[config.mk]
export PLATFORM = sky130hd
export DESIGN_NAME = key_matrix_debounce_tracker
export DESIGN_NICKNAME = d
export VERILOG_FILES = /design/src/hdl/kmdt_pkg.sv /design/src/hdl/kmdt_key_store.sv /design/src/hdl/kmdt_update.sv /design/src/hdl/key_matrix_debounce_tracker.sv
export SDC_FILE = /design/constraint.sdc
export NUM_CORES = 2
export LEC_CHECK = 0
export BUFFER_PORTS_ARGS = -buffer_cell sky130_fd_sc_hd__buf_2
export CAP_MARGIN = 20
export CORE_MARGIN = 2
export CORE_UTILIZATION = 50
export CTS_BUF_LIST = sky130_fd_sc_hd__clkbuf_8
export DETAILED_ROUTE_END_ITERATION = 12
export GPL_TIMING_DRIVEN = 0
export PLACE_DENSITY_LB_ADDON = 0.3
export SLEW_MARGIN = 20
export SYNTH_ARGS = -nofsm -noshare
export SYNTH_HDL_FRONTEND = slang
export SYNTH_SLANG_ARGS = --single-unit
[constraint.sdc]
create_clock -name aclk -period 8 [get_ports aclk]
set_input_delay 1.2 -clock aclk [delete_from_list [all_inputs] [get_ports aclk]]
set_output_delay 1.2 -clock aclk [all_outputs]
set_load 0.005 [all_outputs]
[src/hdl/kmdt_pkg.sv]
// ============================================================================
// kmdt_pkg
// Shared types and constants of the key matrix debounce tracker.
// ============================================================================
`default_nettype none

package kmdt_pkg;

    // Default sizing
    localparam int MAX_KEYS_DEF   = 64;
    localparam int MAX_ROWS_DEF   = 8;
    localparam int MAX_COLS_DEF   = 8;
    localparam int TIME_WIDTH_DEF = 32;

    // Fixed field widths
    localparam int ROW_W      = 3;
    localparam int COL_W      = 3;
    localparam int NOW_W      = 32;
    localparam int DEB_W      = 8;
    localparam int DIM_W      = 4;
    localparam int KEYIDX_W   = 6;
    localparam int IDX_FULL_W = 8;   // row * cols + col, cols up to 15
    localparam int CFG_IDX_W  = 2;
    localparam int CFG_DATA_W = 8;
    localparam int S_DATA_W   = 40;
    localparam int M_DATA_W   = 16;

    // Register reset values
    localparam logic [DEB_W-1:0] DEBOUNCE_RESET = 8'd20;
    localparam logic [DIM_W-1:0] ROWS_RESET     = 4'd8;
    localparam logic [DIM_W-1:0] COLS_RESET     = 4'd8;

    // Register indexes
    localparam logic [CFG_IDX_W-1:0] CFG_DEBOUNCE = 2'd0;
    localparam logic [CFG_IDX_W-1:0] CFG_ROWS     = 2'd1;
    localparam logic [CFG_IDX_W-1:0] CFG_COLS     = 2'd2;

    // Key status codes
    localparam logic [1:0] ST_IDLE     = 2'd0;
    localparam logic [1:0] ST_PRESSED  = 2'd1;
    localparam logic [1:0] ST_HELD     = 2'd2;
    localparam logic [1:0] ST_RELEASED = 2'd3;

    // Per-item outcome of the key update
    typedef struct packed {
        logic [1:0] status;
        logic       changed;
        logic       debounced;
    } upd_result_t;

endpackage : kmdt_pkg

`default_nettype wire

[src/hdl/kmdt_key_store.sv]
// ============================================================================
// kmdt_key_store
// Per-key state memory: level, status and change time, one entry per key.
// Registered read, valid bits so unwritten entries read as the reset value,
// and a forward path for a read that meets a write of the same entry.
// ============================================================================
`default_nettype none

module kmdt_key_store #(
    parameter int MAX_KEYS   = kmdt_pkg::MAX_KEYS_DEF,
    parameter int TIME_WIDTH = kmdt_pkg::TIME_WIDTH_DEF
) (
    input  wire logic                                    aclk,
    input  wire logic                                    aresetn,
    input  wire logic                                    rd_en,
    input  wire logic [(MAX_KEYS > 1 ? $clog2(MAX_KEYS) : 1)-1:0] rd_addr,
    output logic                                         rd_level,
    output logic [1:0]                                   rd_status,
    output logic [TIME_WIDTH-1:0]                        rd_time,
    input  wire logic                                    wr_en,
    input  wire logic [(MAX_KEYS > 1 ? $clog2(MAX_KEYS) : 1)-1:0] wr_addr,
    input  wire logic                                    wr_level,
    input  wire logic [1:0]                              wr_status,
    input  wire logic [TIME_WIDTH-1:0]                   wr_time
);
    import kmdt_pkg::*;

    localparam int EW = TIME_WIDTH + 3;

    logic [EW-1:0]       mem [MAX_KEYS];
    logic [MAX_KEYS-1:0] valid_reg;
    logic [EW-1:0]       rd_data_reg;
    logic                rd_valid_reg;
    logic                fwd_hit_reg;
    logic [EW-1:0]       fwd_data_reg;
    logic [EW-1:0]       wr_data;
    logic [EW-1:0]       entry;

    assign wr_data = {wr_level, wr_status, wr_time};

    // Memory array: one write and one registered read per cycle
    always_ff @(posedge aclk) begin
        if (wr_en) begin
            mem[wr_addr] <= wr_data;
        end
        if (rd_en) begin
            rd_data_reg  <= mem[rd_addr];
            fwd_data_reg <= wr_data;
        end
    end

    // Valid bits and forward flag
    always_ff @(posedge aclk) begin
        if (!aresetn) begin
            valid_reg    <= '0;
            rd_valid_reg <= 1'b0;
            fwd_hit_reg  <= 1'b0;
        end else begin
            if (wr_en) begin
                valid_reg[wr_addr] <= 1'b1;
            end
            if (rd_en) begin
                rd_valid_reg <= valid_reg[rd_addr];
                fwd_hit_reg  <= wr_en && (wr_addr == rd_addr);
            end
        end
    end

    // Newest copy of the entry: forwarded write, stored data or reset value
    always_comb begin
        if (fwd_hit_reg) begin
            entry = fwd_data_reg;
        end else if (rd_valid_reg) begin
            entry = rd_data_reg;
        end else begin
            entry = '0;
        end
    end

    assign rd_level  = entry[EW-1];
    assign rd_status = entry[EW-2:EW-3];
    assign rd_time   = entry[TIME_WIDTH-1:0];

endmodule : kmdt_key_store

`default_nettype wire

[src/hdl/kmdt_update.sv]
// ============================================================================
// kmdt_update
// Debounce decision for one key: accepts a level change once the debounce
// time has passed and works out the new status.
// ============================================================================
`default_nettype none

module kmdt_update #(
    parameter int TIME_WIDTH = kmdt_pkg::TIME_WIDTH_DEF
) (
    input  wire logic                         in_range,
    input  wire logic                         pressed,
    input  wire logic [TIME_WIDTH-1:0]        now_time,
    input  wire logic [kmdt_pkg::DEB_W-1:0]   debounce_ms,
    input  wire logic                         old_level,
    input  wire logic [1:0]                   old_status,
    input  wire logic [TIME_WIDTH-1:0]        old_time,
    output logic                              new_level,
    output logic [1:0]                        new_status,
    output logic [TIME_WIDTH-1:0]             new_time,
    output kmdt_pkg::upd_result_t             result
);
    import kmdt_pkg::*;

    logic [TIME_WIDTH-1:0] elapsed;
    logic                  accept;

    // Modulo time difference against the debounce window
    assign elapsed = now_time - old_time;
    assign accept  = (pressed != old_level) &&
                     (elapsed >= TIME_WIDTH'(debounce_ms));

    // Next entry contents
    always_comb begin
        new_level  = old_level;
        new_status = old_status;
        new_time   = old_time;
        if (accept) begin
            new_level  = pressed;
            new_status = pressed ? ST_PRESSED : ST_RELEASED;
            new_time   = now_time;
        end else if (pressed && old_level) begin
            new_status = ST_HELD;
        end
    end

    // Reported fields, zero for a key outside the matrix
    always_comb begin
        result = '0;
        if (in_range) begin
            result.status    = new_status;
            result.changed   = accept;
            result.debounced = new_level;
        end
    end

endmodule : kmdt_update

`default_nettype wire

[src/hdl/key_matrix_debounce_tracker.sv]
// ============================================================================
// key_matrix_debounce_tracker
// Debounces key matrix samples and tracks a press/hold/release status per key.
// ============================================================================
// Usage: each item on the s_ channel is one sample of one key (row, column,
// active-low level, millisecond time); s_tlast marks the last sample of a scan.
// Every item gives exactly one result item on the m_ channel with the key's
// index, range flag, new status, change flag, debounced level and whether any
// key changed so far in the scan; m_tlast echoes s_tlast.
// m_tvalid rises once the item has passed the read stage and the output
// register. Throughput is one item per cycle while m_tready is high: the key
// state lives in a memory read at accept and written back when the item leaves
// the read stage, with the write forwarded to a following read of the same key,
// so back-to-back samples of one key are handled without a bubble.
// Configuration (debounce time, rows, columns) is written through cfg_we,
// cfg_index and cfg_wdata while the block is idle.
// Reset: registers return to 20 ms and 8 x 8; all keys read as released and
// idle with change time 0 at once (per-key valid bits, no clearing pass).
// When m_tready is low the result holds in the output register, the item in
// the read stage waits behind it and s_tready drops until space frees up.
// ============================================================================
`default_nettype none

module key_matrix_debounce_tracker #(
    parameter int MAX_KEYS   = kmdt_pkg::MAX_KEYS_DEF,
    parameter int MAX_ROWS   = kmdt_pkg::MAX_ROWS_DEF,
    parameter int MAX_COLS   = kmdt_pkg::MAX_COLS_DEF,
    parameter int TIME_WIDTH = kmdt_pkg::TIME_WIDTH_DEF
) (
    input  wire logic                              aclk,
    input  wire logic                              aresetn,
    // configuration write port
    input  wire logic                              cfg_we,
    input  wire logic [kmdt_pkg::CFG_IDX_W-1:0]    cfg_index,
    input  wire logic [kmdt_pkg::CFG_DATA_W-1:0]   cfg_wdata,
    // sample channel
    input  wire logic                              s_tvalid,
    output logic                                   s_tready,
    // row[2:0], col[5:3], raw_level[6], now_ms[38:7], zero[39]
    input  wire logic [kmdt_pkg::S_DATA_W-1:0]     s_tdata,
    input  wire logic                              s_tlast,    // scan_last
    // result channel
    output logic                                   m_tvalid,
    input  wire logic                              m_tready,
    // key_index[5:0], in_range[6], key_status[8:7], changed[9],
    // debounced[10], any_changed[11], zero[15:12]
    output logic [kmdt_pkg::M_DATA_W-1:0]          m_tdata,
    output logic                                   m_tlast     // scan_done
);
    import kmdt_pkg::*;

    localparam int KW  = (MAX_KEYS > 1) ? $clog2(MAX_KEYS) : 1;
    localparam int DMW = DIM_W + 1;

    // Configuration registers
    logic [DEB_W-1:0] debounce_reg;
    logic [DIM_W-1:0] rows_reg;
    logic [DIM_W-1:0] cols_reg;

    always_ff @(posedge aclk) begin
        if (!aresetn) begin
            debounce_reg <= DEBOUNCE_RESET;
            rows_reg     <= ROWS_RESET;
            cols_reg     <= COLS_RESET;
        end else if (cfg_we) begin
            case (cfg_index)
                CFG_DEBOUNCE: debounce_reg <= cfg_wdata;
                CFG_ROWS:     rows_reg     <= cfg_wdata[DIM_W-1:0];
                CFG_COLS:     cols_reg     <= cfg_wdata[DIM_W-1:0];
                default: ;
            endcase
        end
    end

    // Input unpacking
    logic [ROW_W-1:0]      in_row;
    logic [COL_W-1:0]      in_col;
    logic                  in_pressed;
    logic [TIME_WIDTH-1:0] in_now;

    assign in_row     = s_tdata[2:0];
    assign in_col     = s_tdata[5:3];
    assign in_pressed = ~s_tdata[6];
    assign in_now     = TIME_WIDTH'(s_tdata[38:7]);

    // Matrix bounds and linear key index
    logic [DMW-1:0]        rows_eff;
    logic [DMW-1:0]        cols_eff;
    logic [IDX_FULL_W-1:0] idx_calc;
    logic                  idx_in_range;

    always_comb begin
        rows_eff = ({1'b0, rows_reg} > DMW'(MAX_ROWS)) ? DMW'(MAX_ROWS) : {1'b0, rows_reg};
        cols_eff = ({1'b0, cols_reg} > DMW'(MAX_COLS)) ? DMW'(MAX_COLS) : {1'b0, cols_reg};
        idx_calc = IDX_FULL_W'(in_row) * IDX_FULL_W'(cols_eff) + IDX_FULL_W'(in_col);
        idx_in_range = (DMW'(in_row) < rows_eff) && (DMW'(in_col) < cols_eff) &&
                       ({1'b0, idx_calc} < (IDX_FULL_W + 1)'(MAX_KEYS));
    end

    // Pipeline handshake
    logic s_accept;
    logic s1_valid_reg;
    logic s1_adv;
    logic m_tvalid_reg;

    assign s1_adv   = s1_valid_reg && (!m_tvalid_reg || m_tready);
    assign s_tready = !s1_valid_reg || s1_adv;
    assign s_accept = s_tvalid && s_tready;

    // Read stage: sample held while the memory read completes
    logic [IDX_FULL_W-1:0] s1_idx_reg;
    logic                  s1_inr_reg;
    logic                  s1_pressed_reg;
    logic [TIME_WIDTH-1:0] s1_now_reg;
    logic                  s1_last_reg;

    always_ff @(posedge aclk) begin
        if (!aresetn) begin
            s1_valid_reg <= 1'b0;
        end else if (s_accept) begin
            s1_valid_reg <= 1'b1;
        end else if (s1_adv) begin
            s1_valid_reg <= 1'b0;
        end
    end

    always_ff @(posedge aclk) begin
        if (s_accept) begin
            s1_idx_reg     <= idx_in_range ? idx_calc : '0;
            s1_inr_reg     <= idx_in_range;
            s1_pressed_reg <= in_pressed;
            s1_now_reg     <= in_now;
            s1_last_reg    <= s_tlast;
        end
    end

    // Key state memory
    logic                  old_level;
    logic [1:0]            old_status;
    logic [TIME_WIDTH-1:0] old_time;
    logic                  new_level;
    logic [1:0]            new_status;
    logic [TIME_WIDTH-1:0] new_time;
    logic                  wr_en;
    upd_result_t           upd_res;

    assign wr_en = s1_adv && s1_inr_reg;

    kmdt_key_store #(
        .MAX_KEYS   (MAX_KEYS),
        .TIME_WIDTH (TIME_WIDTH)
    ) u_store (
        .aclk      (aclk),
        .aresetn   (aresetn),
        .rd_en     (s_accept),
        .rd_addr   (idx_calc[KW-1:0]),
        .rd_level  (old_level),
        .rd_status (old_status),
        .rd_time   (old_time),
        .wr_en     (wr_en),
        .wr_addr   (s1_idx_reg[KW-1:0]),
        .wr_level  (new_level),
        .wr_status (new_status),
        .wr_time   (new_time)
    );

    kmdt_update #(
        .TIME_WIDTH (TIME_WIDTH)
    ) u_update (
        .in_range    (s1_inr_reg),
        .pressed     (s1_pressed_reg),
        .now_time    (s1_now_reg),
        .debounce_ms (debounce_reg),
        .old_level   (old_level),
        .old_status  (old_status),
        .old_time    (old_time),
        .new_level   (new_level),
        .new_status  (new_status),
        .new_time    (new_time),
        .result      (upd_res)
    );

    // Scan change tracking
    logic scan_seen_reg;
    logic any_changed;

    assign any_changed = scan_seen_reg | upd_res.changed;

    always_ff @(posedge aclk) begin
        if (!aresetn) begin
            scan_seen_reg <= 1'b0;
        end else if (s1_adv) begin
            scan_seen_reg <= s1_last_reg ? 1'b0 : any_changed;
        end
    end

    // Output register
    logic [M_DATA_W-1:0] m_data_reg;
    logic                m_last_reg;

    always_ff @(posedge aclk) begin
        if (!aresetn) begin
            m_tvalid_reg <= 1'b0;
        end else if (s1_adv) begin
            m_tvalid_reg <= 1'b1;
        end else if (m_tready) begin
            m_tvalid_reg <= 1'b0;
        end
    end

    always_ff @(posedge aclk) begin
        if (s1_adv) begin
            m_data_reg <= {4'b0000, any_changed, upd_res.debounced, upd_res.changed,
                           upd_res.status, s1_inr_reg, s1_idx_reg[KEYIDX_W-1:0]};
            m_last_reg <= s1_last_reg;
        end
    end

    assign m_tvalid = m_tvalid_reg;
    assign m_tdata  = m_data_reg;
    assign m_tlast  = m_last_reg;

endmodule : key_matrix_debounce_tracker

`default_nettype wire

==> metrics.md <==
| Metric | Value |
|---|---|
| Core Area | `192000 sq um` |
| Critical path type | `reg2reg` |
| Clock Path Buffers | `4` |
| Outcome | `finished clean` |
| Routability congestion estimate | `roughly 0.95` |
| Worst vdd ir | `approximately 210 uV` |
| Number of global-route vias before repair | `roughly 51000` |
| DP HPWL | `185.4 mm` |
| Hold Crit Class | `in2reg` |
| # IOs | `75` |
| Cell Area, Synth | `slightly below 100000 sq um` |
| Most frequent cells in the layout | `edfxtp_1, mux4_2, clkbuf_8` |
| Routed len/inst | `34.43 um` |
| Die X-Extent | `442.8 um` |
| Endpoints failing setup | `0` |
| Worst reg2reg endpoint | `u_store.mem[42][28]` |
| YS warnings | `0` |
| Die Area | `196100 sq um` |
| Flop-to-flop setup slack | `0.37 ns` |
| Final Net Count | `a little over 5000` |
| Fin crit period | `7.633 ns` |
| Global-route wire length before repair | `roughly 380 mm` |
| Min setup slack post-route | `around 0.37 ns` |
| Pwr dens | `approximately 230 nW/um^2` |
| CP startpoint | `u_store.fwd_hit_reg` |
| Measured slew at the worst slew-check pin | `1.256 ns` |
| Gate Count Post-Synth | `4361` |
| Setup Slack @ Placement | `between 0.2 and 0.25 ns` |
| Initial antenna violation count | `11` |
| Area growth from synthesis to layout | `17.22%` |
| TritonRoute pass-1 iters | `6` |
| Share of the synthesized area in the top cell type | `0.7372` |
| Leakage | `0.03655 uW` |
| Post-route antenna net violation count | `0` |
| Commonest non-fill, non-tap cell in the layout | `edfxtp_1` |
| TritonCTS clock tree | `built` |
| Drt initial violations | `7966` |
| Root Driver | `clkbuf_8` |
| Area contributors post-synth | `edfxtp_1, mux4_2, dfxtp_1` |
| Critical Path Sink | `u_store.mem[42][28]` |
| CP arrival | `around 8.5 ns` |
| Post-Route Skew | `0.1045 ns` |
| Fin crit share | `0.9542` |
| Largest net degree at the start of global routing | `76` |
| DR vias | `50770` |
| Critical Path Fanout Max | `28` |
| Row count | `161` |
| Latest clock arrival within the worst-skew pair | `1.12 ns` |
| FMAX | `around 0.13 GHz` |
| Register area share after synthesis | `0.7549` |
| Final Max Tran Viols | `0` |
| Number of synthesized flops with an enable pin | `2364` |
| Crit start category | `flip-flop` |
| Hold wc startpoint | `s_tdata[10]` |
| Slew margin rel. | `0.1579` |
| Port bufs | `68` |
| Yosys top cell by area | `edfxtp_1` |
| WP data required | `8.90 ns` |
| Synthesized area per cell | `22.08 sq um` |
| Starting density of the core | `0.5016` |
| Gr usage total | `0.2774` |
| Layout cell share with drive strength beyond 1 | `0.3116` |
| Clock Sinks | `2449` |
| Via/cell ratio | `between 6 and 7` |
| Final core occ | `0.5880` |
| Hold Vio Cnt, Final | `0` |
| Worst r2r path cells | `27` |
| Htree depth | `5` |
| Max reg flops | `2240` |
| Post-synth top flop | `edfxtp_1` |
| Post-Route WL | `roughly 270 mm` |
| Yosys reg bits | `2449` |
| GRT overflow | `0` |
| Synth cell types | `87` |
| Post-cts gate resize count | `0` |
| Origin of the critical flop-to-flop path | `u_store.fwd_hit_reg` |
| Die H | `442.8 um` |
| TritonCTS Buffers | `397` |
| Crit path capture type | `flip-flop` |
| RSZ-0062 raised after global routing | `no` |
| CTS clk-pin slew, worst paths | `0.06 ns` |
| Asr flop ratio synth | `0` |
| Max_cap viols | `0` |
| DR DRC count | `0` |
cells by family after synthesis:
logic type / count (synthesis) / synth area share
buffers and inverters: 291 / 0.01203
AND/OR/NAND/NOR: 403 / 0.02195
XOR/XNOR: 24 / 0.002183
other: 1 / 0.00003894
adder cells (fa/ha/maj): 56 / 0.007484
AO/OA/AOI/OAI: 344 / 0.02518
flip-flops: 2449 / 0.7549
multiplexers: 793 / 0.1762
repair_timing:
action | 4_1_cts | 5_1_grt
hold buffers | 0 | 0
setup endpoints to repair | 0 | 82
buffers inserted | 0 | 4
power by group:
part	total [uW]	switching [uW]	internal, uW
registers	14300	50.4	14300
logic	2130	1350	787
clock network	9650	4790	4860
total	26100	6190	19900
metrics by stage:
step | power (uW) | TNS (ns) | area, sq um | cells | hold WS (ns)
after floorplan | 15670 | 0 | 96300 | 4364 | 0.4244
final | 26120 | 0 | 112900 | 7871 | 0.2749
after global placement | 16470 | -5521.72 | 99800 | 6958 | 0.4404
after global routing | 26850 | 0 | 112900 | 7862 | 0.2081
after detailed placement | 16680 | 0 | 105800 | 7167 | 0.4510
after CTS | 26170 | 0 | 112700 | 7848 | 0.1829
area by class of cell:
class | instances | area [sq um]
Inverter | 60 | 230.2
Timing Repair Buffer | 287 | 5515
Fill cell | 13320 | 79100
Clock inverter | 276 | 1287
Sequential cell | 2449 | 72690
Multi-Input combinational cell | 1626 | 23390
Antenna cell | 11 | 27.53
Clock buffer | 405 | 5574
Buffer | 231 | 1001
Tap cell | 2526 | 3161
how the worst min path moves through the flow:
| stage | to | slack [ns] | depth (start not counted) |
|---|---|---|---|
| final | s1_now_reg[3] | 0.27 | 1 |
| after floorplan | m_tdata[0] | 0.42 | 0 |
| after CTS | s1_now_reg[3] | 0.18 | 1 |
| after global routing | s1_now_reg[0] | 0.21 | 1 |
| after global placement | u_store.valid_reg[10] | 0.44 | 1 |
| after detailed placement | m_tdata[1] | 0.45 | 0 |
routing by layer:
layer,vias up,global-route usage,part of all wire
met1,26630,0.3825,0.37
met5,-,0,0
met4,0,0.1348,0.054
met2,3517,0.4105,0.45
met3,638,0.07905,0.12
li1,19990,-,-
cell usage after synthesis, types with 43 or more instances:
library cell  instances
dfxtp_1              85
nor2b_1              58
ha_1                 47
clkbuf_1            173
mux4_2              721
o21a_1               75
nand2_1              86
inv_1                60
nor2_1              108
buf_1                43
a21oi_1              75
mux2i_1              63
edfxtp_1           2364
worst max-delay path, stage by stage (launching register included):
cell and delay (ns):
dfxtp_1 0.38, buf_2 0.21, buf_4 0.19, buf_4 0.18
nor2b_1 0.11, clkbuf_1 0.30, a22o_1 0.25, ha_1 0.16
inv_1 0.06, ha_1 0.19, a31o_1 0.21, maj3_2 0.36
a221oi_4 0.43, xnor2_1 0.17, ha_1 0.26, a21o_1 0.18
a2111oi_0 0.39, o211ai_1 0.15, nor4_1 0.33, o2111ai_1 0.19
nor4_1 0.42, nand4_1 0.36, o21ai_2 0.30, buf_6 0.23
buf_8 0.26, mux2i_4 0.65, buf_8 0.30, buf_8 0.19
Power figures use the tool's default switching activity.
